**config.mk**
```make
export PLATFORM = sky130hd
export DESIGN_NAME = adi_ctrl
export DESIGN_NICKNAME = d
export VERILOG_FILES = /design/src/adi_pkg.sv /design/src/adi_ctrl.sv
export SDC_FILE = /design/constraint.sdc
export NUM_CORES = 1
export LEC_CHECK = 0
export BUFFER_PORTS_ARGS = -buffer_cell sky130_fd_sc_hd__buf_2
export CAP_MARGIN = 20
export CORE_AREA = 2 2 39 41
export DETAILED_ROUTE_END_ITERATION = 10
export DIE_AREA = 0 0 41 43
export MAX_ROUTING_LAYER = met4
export SLEW_MARGIN = 30
export SYNTH_ARGS = -nofsm -noshare
export SYNTH_HDL_FRONTEND = slang
export SYNTH_SLANG_ARGS = --single-unit
```
**constraint.sdc**
```tcl
create_clock -name clk -period 1.61 [get_ports clk]
set_clock_uncertainty 0.15 [all_clocks]
set_input_delay 0.0805 -clock clk [delete_from_list [all_inputs] [get_ports clk]]
set_output_delay 0.0805 -clock clk [all_outputs]
set_load 0.05 [all_outputs]
```
**src/adi_pkg.sv**
```systemverilog
// Shared types, codes and constants of the audio DMA interface.
package adi_pkg;

  // Item kinds on the input channel.
  localparam logic [1:0] ACT_WRITE = 2'd0;
  localparam logic [1:0] ACT_READ  = 2'd1;
  localparam logic [1:0] ACT_TICK  = 2'd2;
  localparam logic [1:0] ACT_FETCH = 2'd3;

  // Register indexes.
  localparam logic [2:0] REG_ADDR    = 3'd0;
  localparam logic [2:0] REG_LEN     = 3'd1;
  localparam logic [2:0] REG_CTRL    = 3'd2;
  localparam logic [2:0] REG_STATUS  = 3'd3;
  localparam logic [2:0] REG_DACRATE = 3'd4;
  localparam logic [2:0] REG_BITRATE = 3'd5;

  // Result kinds.
  localparam logic [1:0] KIND_NONE   = 2'd0;
  localparam logic [1:0] KIND_READ   = 2'd1;
  localparam logic [1:0] KIND_FETCH  = 2'd2;
  localparam logic [1:0] KIND_SAMPLE = 2'd3;

  localparam int unsigned AW   = 27;
  localparam int unsigned LW   = 18;
  localparam int unsigned FW   = 26;
  localparam int unsigned PW   = 15;
  localparam int unsigned TW   = 16;
  localparam int unsigned DVW  = 36;
  localparam int unsigned DSW  = 26;
  localparam int unsigned CNTW = 6;
  localparam int unsigned YW   = 28;
  localparam int unsigned RW   = 57;
  localparam int unsigned RSH  = 35;

  localparam logic [FW-1:0]  FREQ_RESET  = 26'd48609375;
  localparam logic [DVW-1:0] DAC_CLOCK   = 36'd46875000;
  localparam logic [DVW-1:0] TICK_CLOCK  = 36'd93750000;
  localparam logic [CNTW-1:0] DIV_STEPS  = 6'd36;

  // f * 1037 / 1000 is f + (37 * f / 8) / 125; the divide by 125 is a
  // multiply by the rounded-up reciprocal 2^35 / 125.
  localparam logic [5:0]     SCALE_FRAC  = 6'd37;
  localparam logic [28:0]    RECIP_125   = 29'd274877907;

  typedef enum logic [1:0] {
    DIV_FREQ   = 2'd0,
    DIV_PERIOD = 2'd1
  } div_op_t;

  typedef struct packed {
    logic [1:0]  action;
    logic [2:0]  reg_index;
    logic [31:0] word;
  } in_item_t;

  typedef struct packed {
    logic [1:0]         kind;
    logic [31:0]        read_data;
    logic [AW-1:0]      fetch_address;
    logic signed [15:0] left_sample;
    logic signed [15:0] right_sample;
    logic               buffer_end;
    logic               irq_level;
    logic [FW-1:0]      sample_rate;
  } result_t;

  typedef struct packed {
    logic    div_start;
    div_op_t div_op;
    logic    mul_load;
    logic    scale_load;
    logic    freq_load;
    logic    period_load;
    logic    item_done;
  } dp_cmd_t;

  typedef struct packed {
    logic rate_req;
    logic div_done;
  } dp_stat_t;

endpackage

```
**src/adi_ctrl.sv**
```systemverilog
// Controller that sequences the DAC rate computation.
module adi_ctrl (
  input  logic              clk,
  input  logic              rst_n,
  input  adi_pkg::dp_stat_t stat,
  output adi_pkg::dp_cmd_t  cmd,
  output logic              idle
);

  typedef enum logic [5:0] {
    ST_IDLE  = 6'b000001,
    ST_DIV_F = 6'b000010,
    ST_MUL   = 6'b000100,
    ST_SCALE = 6'b001000,
    ST_FREQ  = 6'b010000,
    ST_DIV_P = 6'b100000
  } state_t;

  state_t state_r;
  state_t state_nxt;

  always_comb begin
    state_nxt = state_r;
    cmd       = '0;
    cmd.div_op = adi_pkg::DIV_FREQ;
    case (state_r)
      ST_IDLE: begin
        if (stat.rate_req) begin
          cmd.div_start = 1'b1;
          cmd.div_op    = adi_pkg::DIV_FREQ;
          state_nxt     = ST_DIV_F;
        end
      end
      ST_DIV_F: begin
        if (stat.div_done) begin
          cmd.mul_load = 1'b1;
          state_nxt    = ST_MUL;
        end
      end
      ST_MUL: begin
        cmd.scale_load = 1'b1;
        state_nxt      = ST_SCALE;
      end
      ST_SCALE: begin
        cmd.freq_load = 1'b1;
        state_nxt     = ST_FREQ;
      end
      ST_FREQ: begin
        cmd.div_start = 1'b1;
        cmd.div_op    = adi_pkg::DIV_PERIOD;
        state_nxt     = ST_DIV_P;
      end
      ST_DIV_P: begin
        if (stat.div_done) begin
          cmd.period_load = 1'b1;
          cmd.item_done   = 1'b1;
          state_nxt       = ST_IDLE;
        end
      end
      default: begin
        state_nxt = ST_IDLE;
      end
    endcase
  end

  always_ff @(posedge clk) begin
    if (!rst_n) begin
      state_r <= ST_IDLE;
    end else begin
      state_r <= state_nxt;
    end
  end

  assign idle = (state_r == ST_IDLE);

endmodule

```
==> flow_summary.yaml <==
clock_network:
  cts_num_sinks: 6
  clock_latency_ps: 250
  cts_buffer_depth: 2
  clockRootBuffer: "clkbuf_4"
  numCtsBuffers: 3
  cts.clk_slew.worst_paths_ps: 50
  ctsHtreeMaxLevel: 1
  cts_tree: "built"
layout:
  design_area_um2: 561.8
  syn2layout_area_growth_pct: 42.09
  post-route-util_pct: 40.60
  regMostFlops: "state_r"
  top_regs: "state_r: 6 flops"
  layout_common_cells: "6 x nor2_1, 6 x clkbuf_4, 5 x buf_2, 5 x buf_4, 4 x dfxtp_1"
  final.fill_count: 130
  diodes: 0
  fin_nets: 72
  largest_reg_flops: 6
  regArea_um2: 125.1
  multi_input_area_um2: 262.8
  layout-drive-gt1-share_pct: 45.45
status:
  status: "finished, final reports clean"
sta:
  finalHoldViolations: 0
  rsz0062_at_grt: "yes"
  fmax_mhz: 642.3
  slew_violations: 0
  finalSetupViolCount: 0
  fin_crit_ps: 1557
  fin_crit_sh_pct: 96.70
logic_synthesis:
  syn_nets: 56
  synth_area_um2: 395.4
  synth_area_leaders: "dfxtp_1 30%, nor2_1 6.6%, buf_4 5.7%"
  synth-async-reset-ratio_pct: 0
  synth-edff-count: 0
  syn_inst: 52
  yosys.area.top_type: "dfxtp_1"
  synth-seq-area-share_pct: 30.38
  avgSynthCellArea_um2: 7.603
  ys.flop_type: "dfxtp_1"
  synth_cell_types: 26
  synth-seq-cells: 6
  ys_warn_count: 0
  synth_top_area_share_pct: 30.38
routing:
  vias_per_cell: 4.866
  wl_per_cell_um: 11.51
  num_vias: 399
  initialDrtViolationCount: 4
  wirelength_um: 944
  ant_nets: 0
  drtPass1Iterations: 2
  drc: 0
worst_hold_path:
  hold-path-cell-count: 4
  hp-start: "stat[0]"
  hp-class: "in -> reg"
  hold_end: "state_r[5]"
power_and_ir_drop:
  powerDensity_nw_per_um2: 789.7
  power.leakage_nw: 0.2461
  irDropWorstVdd_uv: 423.5
worst_setup_path:
  cp.arrival_ps: 1330
  rr_worst_depth: 5
  crit_type: "reg -> out"
  worst-endpoint-required_ps: 1380
  rrSetupSlack_ps: 180
  end_kind: "output pin"
  start_kind: "flop"
  path_max_fanout: 9
  r2r_start: "state_r[1]"
  r2r-end: "state_r[0]"
floorplanning:
  dieWidth_um: 41
  die_h_um: 43
  row_count: 14
  dieArea_um2: 1763
  start_util_pct: 28.57
  core-area_um2: 1384
  ios: 13
placement:
  numPortBuffers: 11
  place_congestion: 0.7163
  placed_cell_area_um2: 450.4
  hpwlAfterDp_um: 665.2
global_route:
  grt_usage_pct: 13.37
  gr-total-overflow: 0
  grt_pass1_wl_um: 1552
  grt_max_degree: 10
  antenna_found_initial: 0
  first_global_vias: 361
job:
  max-cap-violations: 0
[synthesized netlist by cell type (all sizes together), types with 2 or more instances]
master	number
nor2	7
buf	6
dfxtp	6
nand2	5
o21ai	4
and2	3
nor3	3
a21oi	2
and3	2
nand2b	2
[layout make-up]
class	instances	area share [%]
inverters	1	0.6682
clock buffers	3	4.009
multi-input cells	39	46.77
flip-flops and latches	6	22.27
repair buffers	17	22.72
well taps	16	3.563
[through the flow]
step	instances	power (W)	setup slack, ps	hold slack [ps]	TNS (ps)
2_1_floorplan	52	0.0002539	-116.4	52.21	-127.7
3_3_place_gp	75	0.0002750	166.4	191.9	0
3_5_place_dp	75	0.0002769	142.5	196.5	0
4_1_cts	80	0.0004317	-30.75	21.20	-65.88
5_1_grt	82	0.0004742	-34.30	54.62	-78.25
6_report	82	0.0004436	53.06	42.03	0
[what timing repair did]
action	4_1_cts	5_1_grt
buffers inserted	0	2
setup endpoints to repair	4	7
hold buffers	2	0
endpoints found under the hold margin	4	0
pin swaps	1	3
gates resized for setup	5	15
[critical path: stages (launching register included)]
cell,delay (ps)
dfxtp_1,390
nor2_1,140
nand2_2,120
nor3_4,170
clkbuf_4,250
[metal layers]
layer / global-route usage (%) / routed length (µm) / part of all wire [%] / up-vias
met5: - / 0 / 0 / -
met4: 2.000 / 0 / 0 / 0
met3: 7.853 / 37 / 3.9 / 0
met2: 20.94 / 511 / 54 / 7
met1: 14.47 / 395 / 42 / 189
li1: - / - / - / 203
[power breakdown]
group	internal, W	switching, W
logic	0.0000530	0.0000817
registers	0.000155	0.0000121
clock network	0.0000845	0.0000571
[cells by family after synthesis]
group                  share of synthesized area (%)
AO/OA/AOI/OAI                                  15.82
XOR/XNOR                                       4.431
buffers and inverters                          13.60
flip-flops                                     30.38
other                                         0.9485
AND/OR/NAND/NOR                                34.81
[worst max path at each step]
stage,startpoint,endpoint,slack [ps],cells past startpoint
after floorplan,state_r[0],cmd[1],-120,4
after global placement,state_r[5],cmd[7],170,6
after detailed placement,state_r[5],cmd[7],140,6
after CTS,state_r[0],cmd[1],-30,4
after global routing,state_r[2],cmd[0],-30,4
final,state_r[2],cmd[1],50,4
Power figures use the tool's default switching activity.
