File: src/adi_pkg.sv
// Shared types, codes and constants of the audio DMA interface.
package adi_pkg;

  // Item kinds on the input channel.
  localparam logic [1:0] ACT_WRITE = 2'd0;
  localparam logic [1:0] ACT_READ  = 2'd1;
  localparam logic [1:0] ACT_TICK  = 2'd2;
  localparam logic [1:0] ACT_FETCH = 2'd3;

  // Register indexes.
  localparam logic [2:0] REG_ADDR    = 3'd0;
  localparam logic [2:0] REG_LEN     = 3'd1;
  localparam logic [2:0] REG_CTRL    = 3'd2;
  localparam logic [2:0] REG_STATUS  = 3'd3;
  localparam logic [2:0] REG_DACRATE = 3'd4;
  localparam logic [2:0] REG_BITRATE = 3'd5;

  // Result kinds.
  localparam logic [1:0] KIND_NONE   = 2'd0;
  localparam logic [1:0] KIND_READ   = 2'd1;
  localparam logic [1:0] KIND_FETCH  = 2'd2;
  localparam logic [1:0] KIND_SAMPLE = 2'd3;

  localparam int unsigned AW   = 27;
  localparam int unsigned LW   = 18;
  localparam int unsigned FW   = 26;
  localparam int unsigned PW   = 15;
  localparam int unsigned TW   = 16;
  localparam int unsigned DVW  = 36;
  localparam int unsigned DSW  = 26;
  localparam int unsigned CNTW = 6;
  localparam int unsigned YW   = 28;
  localparam int unsigned RW   = 57;
  localparam int unsigned RSH  = 35;

  localparam logic [FW-1:0]  FREQ_RESET  = 26'd48609375;
  localparam logic [DVW-1:0] DAC_CLOCK   = 36'd46875000;
  localparam logic [DVW-1:0] TICK_CLOCK  = 36'd93750000;
  localparam logic [CNTW-1:0] DIV_STEPS  = 6'd36;

  // f * 1037 / 1000 is f + (37 * f / 8) / 125; the divide by 125 is a
  // multiply by the rounded-up reciprocal 2^35 / 125.
  localparam logic [5:0]     SCALE_FRAC  = 6'd37;
  localparam logic [28:0]    RECIP_125   = 29'd274877907;

  typedef enum logic [1:0] {
    DIV_FREQ   = 2'd0,
    DIV_PERIOD = 2'd1
  } div_op_t;

  typedef struct packed {
    logic [1:0]  action;
    logic [2:0]  reg_index;
    logic [31:0] word;
  } in_item_t;

  typedef struct packed {
    logic [1:0]         kind;
    logic [31:0]        read_data;
    logic [AW-1:0]      fetch_address;
    logic signed [15:0] left_sample;
    logic signed [15:0] right_sample;
    logic               buffer_end;
    logic               irq_level;
    logic [FW-1:0]      sample_rate;
  } result_t;

  typedef struct packed {
    logic    div_start;
    div_op_t div_op;
    logic    mul_load;
    logic    scale_load;
    logic    freq_load;
    logic    period_load;
    logic    item_done;
  } dp_cmd_t;

  typedef struct packed {
    logic rate_req;
    logic div_done;
  } dp_stat_t;

endpackage

File: src/adi_div.sv
// Restoring divider producing one quotient bit per cycle.
module adi_div (
  input  logic                         clk,
  input  logic                         rst_n,
  input  logic                         start,
  input  logic [adi_pkg::DVW-1:0]      dividend,
  input  logic [adi_pkg::DSW-1:0]      divisor,
  output logic [adi_pkg::DVW-1:0]      quotient,
  output logic                         done
);

  logic                         busy_r;
  logic                         done_r;
  logic [adi_pkg::CNTW-1:0]     cnt_r;
  logic [adi_pkg::DSW-1:0]      rem_r;
  logic [adi_pkg::DVW-1:0]      quo_r;
  logic [adi_pkg::DSW-1:0]      dsr_r;
  logic [adi_pkg::DSW:0]        trial;
  logic                         ge;
  logic [adi_pkg::DSW:0]        diff;

  assign trial = {rem_r, quo_r[adi_pkg::DVW-1]};
  assign ge    = trial >= {1'b0, dsr_r};
  assign diff  = trial - {1'b0, dsr_r};

  always_ff @(posedge clk) begin
    if (!rst_n) begin
      busy_r <= 1'b0;
      done_r <= 1'b0;
      cnt_r  <= '0;
    end else begin
      done_r <= 1'b0;
      if (start) begin
        busy_r <= 1'b1;
        cnt_r  <= adi_pkg::DIV_STEPS;
      end else if (busy_r) begin
        cnt_r <= cnt_r - 1'b1;
        if (cnt_r == 6'd1) begin
          busy_r <= 1'b0;
          done_r <= 1'b1;
        end
      end
    end
  end

  always_ff @(posedge clk) begin
    if (start) begin
      rem_r <= '0;
      quo_r <= dividend;
      dsr_r <= divisor;
    end else if (busy_r) begin
      rem_r <= ge ? diff[adi_pkg::DSW-1:0] : trial[adi_pkg::DSW-1:0];
      quo_r <= {quo_r[adi_pkg::DVW-2:0], ge};
    end
  end

  assign quotient = quo_r;
  assign done     = done_r;

endmodule

File: src/adi_dp.sv
// Datapath: transfer queue, tick counter, rate registers and result buffer.
module adi_dp (
  input  logic              clk,
  input  logic              rst_n,
  input  logic              in_fire,
  input  adi_pkg::in_item_t in_item,
  input  adi_pkg::dp_cmd_t  cmd,
  output adi_pkg::dp_stat_t stat,
  input  logic              out_ready,
  output logic              out_valid,
  output adi_pkg::result_t  out_res,
  output logic              room
);

  logic [1:0]              qcnt_r, qcnt_nxt;
  logic [adi_pkg::AW-1:0]  addr_r [2];
  logic [adi_pkg::AW-1:0]  addr_nxt [2];
  logic [adi_pkg::LW-1:0]  len_r [2];
  logic [adi_pkg::LW-1:0]  len_nxt [2];
  logic                    dac_en_r, dac_en_nxt;
  logic [adi_pkg::FW-1:0]  freq_r, freq_nxt;
  logic [adi_pkg::PW-1:0]  period_r, period_nxt;
  logic [adi_pkg::TW-1:0]  tick_r, tick_nxt;
  logic                    pend_r, pend_nxt;
  logic                    irq_r, irq_nxt;
  logic [adi_pkg::YW-1:0]  prod_r;
  logic [31:0]             prod_full;
  logic [adi_pkg::RW-1:0]  recip_r;
  logic [adi_pkg::RW-1:0]  recip_full;

  logic                    rate_req;
  logic                    push;
  adi_pkg::result_t        res;

  logic                    div_start;
  logic [adi_pkg::DVW-1:0] div_dividend;
  logic [adi_pkg::DSW-1:0] div_divisor;
  logic [adi_pkg::DVW-1:0] div_q;
  logic                    div_done;

  logic [adi_pkg::TW-1:0]  tick_inc;
  logic [adi_pkg::LW-1:0]  len_in;
  logic [adi_pkg::LW-1:0]  len_dec;
  logic [1:0]              qcnt_dec;
  logic                    q_full;
  logic                    q_busy;

  logic                    v0_r, v1_r, v0_nxt, v1_nxt, v0_a;
  adi_pkg::result_t        d0_r, d1_r, d0_nxt, d1_nxt, d0_a;
  logic                    pop;

  assign rate_req = in_fire && (in_item.action == adi_pkg::ACT_WRITE)
                    && (in_item.reg_index == adi_pkg::REG_DACRATE);

  always_comb begin
    case (cmd.div_op)
      adi_pkg::DIV_PERIOD: begin
        div_dividend = adi_pkg::TICK_CLOCK;
        div_divisor  = freq_r;
      end
      default: begin
        div_dividend = adi_pkg::DAC_CLOCK;
        div_divisor  = adi_pkg::DSW'({1'b0, in_item.word[13:0]} + 15'd1);
      end
    endcase
  end

  assign div_start = cmd.div_start;

  adi_div u_div (
    .clk      (clk),
    .rst_n    (rst_n),
    .start    (div_start),
    .dividend (div_dividend),
    .divisor  (div_divisor),
    .quotient (div_q),
    .done     (div_done)
  );

  // The base frequency stays in the divider's quotient register until the
  // period divide starts, so the scaled sum can pick it up from there.
  assign prod_full  = 32'(div_q[adi_pkg::FW-1:0]) * 32'(adi_pkg::SCALE_FRAC);
  assign recip_full = adi_pkg::RW'(prod_r) * adi_pkg::RW'(adi_pkg::RECIP_125);

  assign stat.rate_req = rate_req;
  assign stat.div_done = div_done;

  assign tick_inc = tick_r + 1'b1;
  assign len_in   = {in_item.word[17:3], 3'b000};
  assign len_dec  = len_r[0] - 18'd4;
  assign qcnt_dec = qcnt_r - 1'b1;
  assign q_full   = (qcnt_r > 2'd1);
  assign q_busy   = (qcnt_r != 2'd0);

  always_comb begin
    qcnt_nxt   = qcnt_r;
    addr_nxt   = addr_r;
    len_nxt    = len_r;
    dac_en_nxt = dac_en_r;
    freq_nxt   = freq_r;
    period_nxt = period_r;
    tick_nxt   = tick_r;
    pend_nxt   = pend_r;
    irq_nxt    = irq_r;
    res        = '0;
    if (in_fire) begin
      case (in_item.action)
        adi_pkg::ACT_WRITE: begin
          case (in_item.reg_index)
            adi_pkg::REG_ADDR: begin
              if (!q_full) begin
                addr_nxt[qcnt_r[0]] = adi_pkg::AW'(in_item.word[23:0]);
              end
            end
            adi_pkg::REG_LEN: begin
              if (!q_full && (len_in != '0)) begin
                len_nxt[qcnt_r[0]] = len_in;
                qcnt_nxt           = qcnt_r + 1'b1;
              end
            end
            adi_pkg::REG_CTRL: begin
              dac_en_nxt = in_item.word[0];
            end
            adi_pkg::REG_STATUS: begin
              irq_nxt = 1'b0;
            end
            default: begin
            end
          endcase
        end
        adi_pkg::ACT_READ: begin
          res.kind = adi_pkg::KIND_READ;
          case (in_item.reg_index)
            adi_pkg::REG_STATUS: begin
              res.read_data = {q_full, q_busy, 5'b0, 1'b1, 3'b0, 1'b1, 19'b0, q_full};
            end
            adi_pkg::REG_LEN: begin
              res.read_data = 32'(len_r[0]);
            end
            default: begin
            end
          endcase
        end
        adi_pkg::ACT_TICK: begin
          tick_nxt = tick_inc;
          if (tick_inc > {1'b0, period_r}) begin
            tick_nxt = tick_inc - {1'b0, period_r};
            if (q_busy && !pend_r) begin
              res.kind          = adi_pkg::KIND_FETCH;
              res.fetch_address = addr_r[0];
              pend_nxt          = 1'b1;
            end
          end
        end
        default: begin
          if (pend_r && q_busy) begin
            pend_nxt          = 1'b0;
            res.kind          = adi_pkg::KIND_SAMPLE;
            res.left_sample   = {in_item.word[23:16], in_item.word[31:24]};
            res.right_sample  = {in_item.word[7:0], in_item.word[15:8]};
            addr_nxt[0]       = addr_r[0] + 27'd4;
            len_nxt[0]        = len_dec;
            if (len_dec == '0) begin
              irq_nxt        = 1'b1;
              qcnt_nxt       = qcnt_dec;
              res.buffer_end = 1'b1;
              if (qcnt_dec != 2'd0) begin
                addr_nxt[0] = addr_r[1];
                len_nxt[0]  = len_r[1];
              end
            end
          end
        end
      endcase
    end
    if (cmd.freq_load) begin
      freq_nxt = div_q[adi_pkg::FW-1:0]
                 + adi_pkg::FW'(recip_r[adi_pkg::RW-1:adi_pkg::RSH]);
    end
    if (cmd.period_load) begin
      period_nxt = div_q[adi_pkg::PW-1:0];
    end
    res.irq_level   = irq_nxt;
    res.sample_rate = freq_nxt;
  end

  assign push = (in_fire && !rate_req) || cmd.item_done;

  always_ff @(posedge clk) begin
    if (!rst_n) begin
      qcnt_r   <= '0;
      addr_r   <= '{default: '0};
      len_r    <= '{default: '0};
      dac_en_r <= 1'b0;
      freq_r   <= adi_pkg::FREQ_RESET;
      period_r <= 15'd1;
      tick_r   <= '0;
      pend_r   <= 1'b0;
      irq_r    <= 1'b0;
    end else begin
      qcnt_r   <= qcnt_nxt;
      addr_r   <= addr_nxt;
      len_r    <= len_nxt;
      dac_en_r <= dac_en_nxt;
      freq_r   <= freq_nxt;
      period_r <= period_nxt;
      tick_r   <= tick_nxt;
      pend_r   <= pend_nxt;
      irq_r    <= irq_nxt;
    end
  end

  always_ff @(posedge clk) begin
    if (cmd.mul_load) begin
      prod_r <= prod_full[adi_pkg::YW+2:3];
    end
    if (cmd.scale_load) begin
      recip_r <= recip_full;
    end
  end

  // Two-entry result buffer; slot 0 drives the output channel.
  always_comb begin
    pop    = v0_r && out_ready;
    v0_a   = pop ? v1_r : v0_r;
    d0_a   = pop ? d1_r : d0_r;
    v0_nxt = v0_a;
    v1_nxt = pop ? 1'b0 : v1_r;
    d0_nxt = d0_a;
    d1_nxt = d1_r;
    if (push) begin
      if (!v0_a) begin
        v0_nxt = 1'b1;
        d0_nxt = res;
      end else begin
        v1_nxt = 1'b1;
        d1_nxt = res;
      end
    end
  end

  always_ff @(posedge clk) begin
    if (!rst_n) begin
      v0_r <= 1'b0;
      v1_r <= 1'b0;
    end else begin
      v0_r <= v0_nxt;
      v1_r <= v1_nxt;
    end
  end

  always_ff @(posedge clk) begin
    d0_r <= d0_nxt;
    d1_r <= d1_nxt;
  end

  assign out_valid = v0_r;
  assign out_res   = d0_r;
  assign room      = !v1_r;

endmodule

File: config.mk
export PLATFORM = sky130hd
export DESIGN_NAME = adi_dp
export DESIGN_NICKNAME = d
export VERILOG_FILES = /design/src/adi_pkg.sv /design/src/adi_div.sv /design/src/adi_dp.sv
export SDC_FILE = /design/constraint.sdc
export NUM_CORES = 2
export LEC_CHECK = 0
export ABC_AREA = 1
export BUFFER_PORTS_ARGS = -buffer_cell sky130_fd_sc_hd__clkbuf_2
export CAP_MARGIN = 10
export CORE_MARGIN = 8
export CORE_UTILIZATION = 32
export DETAILED_ROUTE_END_ITERATION = 10
export GPL_TIMING_DRIVEN = 1
export MAX_ROUTING_LAYER = met4
export PLACE_DENSITY = 0.46
export SLEW_MARGIN = 10
export SYNTH_ARGS = -nofsm -noshare
export SYNTH_HDL_FRONTEND = slang
export SYNTH_SLANG_ARGS = --single-unit
File: constraint.sdc
create_clock -name clk -period 7.3 [get_ports clk]
set_clock_uncertainty 0.2 [all_clocks]
set_input_delay 1.095 -clock clk [delete_from_list [all_inputs] [get_ports clk]]
set_output_delay 1.095 -clock clk [all_outputs]
set_load 0.005 [all_outputs]
==> flow_summary.toml <==
[run_status]
run_status = "completed"

[worst_setup_path]
cp_max_fo = 8
crit_start = "prod_r[17]$_DFFE_PP_"
crit_arrival_ns = 6.93
timing.rr.start = "prod_r[17]$_DFFE_PP_"
end_kind = "flop"
start_kind = "flop"
ff2ff_path_depth = 25
r2r_end = "recip_r[47]$_DFFE_PP_"
worstPathRequired_ns = 7.53
r2r_setup_slack_ns = 0.60
worst-setup-path-type = "reg2reg"

[timing]
slew_viol_final = 0
hold_viol_final = 0
maxSlewHeadroom = 0.2010
fmax_ghz = 0.1493
min_period_ns = 6.700
setup_viol = 0
rsz0062_at_grt = "no"
fin_tns_setup_ns = 0
finalCritPeriodShare = 0.9178
layout_setup_ws_ns = 0.5998
tightest_slew_ns = 1.196

[cells_and_area]
nNetsFinal = 6423
syn2layout_area_growth_pct = 11.64
final_cell_mix = "nand2_1, inv_1, nor2_1"
final_common_cell = "nand2_1"
multiInputGateArea_um2 = 25600
fin_util = 0.3596
fillers = 14200
drive_gt1_frac = 0.06901
seq_area_um2 = 12670
layout.cells.non_filler = 7466

[placement]
routabilityCongestion = 0.9288
dpl.hpwl_mm = 118.2
io_buffers = 173
pre_cts_slack_ns = 0.6188
dp.cells = 7337

[min_path]
hold_depth = 2
hold_class = "reg2reg"
hold_path_end = "out_res[112]$_DFF_P_"
hp-start = "out_res[112]$_DFF_P_"

[detailed_routing]
ant_nets = 0
wl_met3_mm = 8.079
dr.first_iter.drc_count = 2713
dr_total_vias = 36380
wl_mm = 149.5
routed.top_layer = "met4"
met1_length_mm = 75.48
viasPerCell = 4.873
wl_per_cell_um = 20.03
drc = 0
drt_pass1_iterations = 5
met2_length_mm = 63.47

[clock_network]
cts_hold_buf = 0
cts_num_sinks = 522
clkLatencyLatePin_ns = 0.67
cts_resized = 0
path_clk_slew_ns = 0.06
max-clock-path-buffers = 3
postCtsSetupRepairBufs = 0
ctsHtreeMaxLevel = 3
cts_buffers = 68
root_buffer = "clkbuf_16"
cts_tree = "done"

[floorplan]
dieWidth_um = 382.3
num_io_pins = 174
design.die.area_um2 = 146200
rows = 134
start_util = 0.3221
core_area_um2 = 133300
fp.dieH_um = 382.3

[logic_synthesis]
syn-instance-count = 5520
synth-seq-cells = 522
syn_nets = 6304
synth.yosys.seq_area_share = 0.2951
syn_area_per_cell_um2 = 7.779
synthArstFlopShare = 0
synth_cell_types = 53
yosysWarnings = 0
synth_edf_count = 222
synth_flop_cell = "dfxtp_1"
synthesis.area_um2 = 42940

[grt]
grt_first_pass_wirelength_mm = 227.6
grt_usage = 0.2061
overflow = 0
grt_antenna_before_repair = 8
grt_pass1_vias = 35560
grt_max_degree = 121

[job]
maxCapViolCount = 0
-- stage by stage --
stage                     instance area (µm²)  hold slack [ns]
after CTS                               47930           0.2429
after detailed placement                45660           0.2338
after floorplan                         42940           0.2237
after global routing                    47930           0.2590
after global placement                  45660           0.2304
final                                   47930           0.2417
-- worst max-delay path: stages (launching register included) --
cell,delay [ns]
edfxtp_1,0.58
inv_1,0.16
ha_1,0.35
inv_1,0.10
fa_1,0.52
inv_1,0.06
fa_1,0.53
inv_1,0.05
fa_1,0.48
fa_1,0.54
fa_1,0.55
inv_1,0.06
fa_1,0.54
inv_1,0.05
ha_1,0.30
nand2_1,0.09
nor2_1,0.15
inv_1,0.07
nor4_1,0.43
nand3b_1,0.13
nand3b_1,0.19
nand2_1,0.07
inv_1,0.07
nor2_1,0.04
nand2_1,0.07
nand2_1,0.05
-- cells by family (layout without fill, tap and decap cells) --
logic type,after synthesis,in the layout,synth area share
buffers and inverters,1218,1393,0.1093
AO/OA/AOI/OAI,765,765,0.09715
XOR/XNOR,112,112,0.02302
other,1,4,0.00008734
flip-flops,522,522,0.2951
AND/OR/NAND/NOR,2167,2167,0.2134
adder cells (fa/ha/maj),735,735,0.2619
-- Yosys cell counts, types with 37 or more instances --
master / count / area share
nand2_1: 1145 / 0.10
inv_1: 1042 / 0.091
nor2_1: 489 / 0.043
ha_1: 462 / 0.13
a21oi_1: 324 / 0.038
dfxtp_1: 300 / 0.14
fa_1: 273 / 0.13
o21ai_0: 257 / 0.030
edfxtp_1: 222 / 0.16
nand3_1: 222 / 0.026
nand4_1: 137 / 0.020
clkbuf_1: 106 / 0.0093
nor3_1: 87 / 0.010
a31oi_1: 81 / 0.012
xor2_1: 68 / 0.014
xnor2_1: 43 / 0.0088
buf_2: 37 / 0.0043
-- worst max path at each step --
| stage | endpoint | cells after the start | slack, ns |
|---|---|---|---|
| global route | recip_r[47]$_DFFE_PP_ | 25 | 0.19 |
| finish | recip_r[47]$_DFFE_PP_ | 25 | 0.60 |
| detailed placement | recip_r[47]$_DFFE_PP_ | 25 | 0.62 |
| CTS | recip_r[47]$_DFFE_PP_ | 25 | 0.59 |
| global placement | recip_r[47]$_DFFE_PP_ | 25 | 0.60 |
| floorplan | d1_r[0]$_DFFE_PP_ | 8 | 0.09 |
-- metal layers --
layer	vias to the layer above	global-route usage
met4	0	0.03556
met3	134	0.03026
met1	17450	0.3025
li1	17970	-
met5	-	-
met2	830	0.3035
-- state kept, by name, indices dropped and copies added (netlist names), 15 cells and up --
register and cells:
len_r 31, freq_r 26, u_div.rem_r 26, out_res 121, prod_r 28, u_div.quotient 36
recip_r 22, u_div.dsr_r 26, d1_r 110, tick_r 16, addr_r 51, period_r 15
-- cell type report --
type / count / area share
Inverter: 1051 / 0.08240
Multi-Input combinational cell: 3780 / 0.5342
Tap cell: 1768 / 0.04615
Clock buffer: 97 / 0.03905
Sequential cell: 522 / 0.2644
Antenna cell: 3 / 0.0001566
Timing Repair Buffer: 216 / 0.02537
Clock inverter: 29 / 0.008353
Power is not shown: default switching activity piles up to over one toggle a cycle in this logic, so the estimate is an artifact.
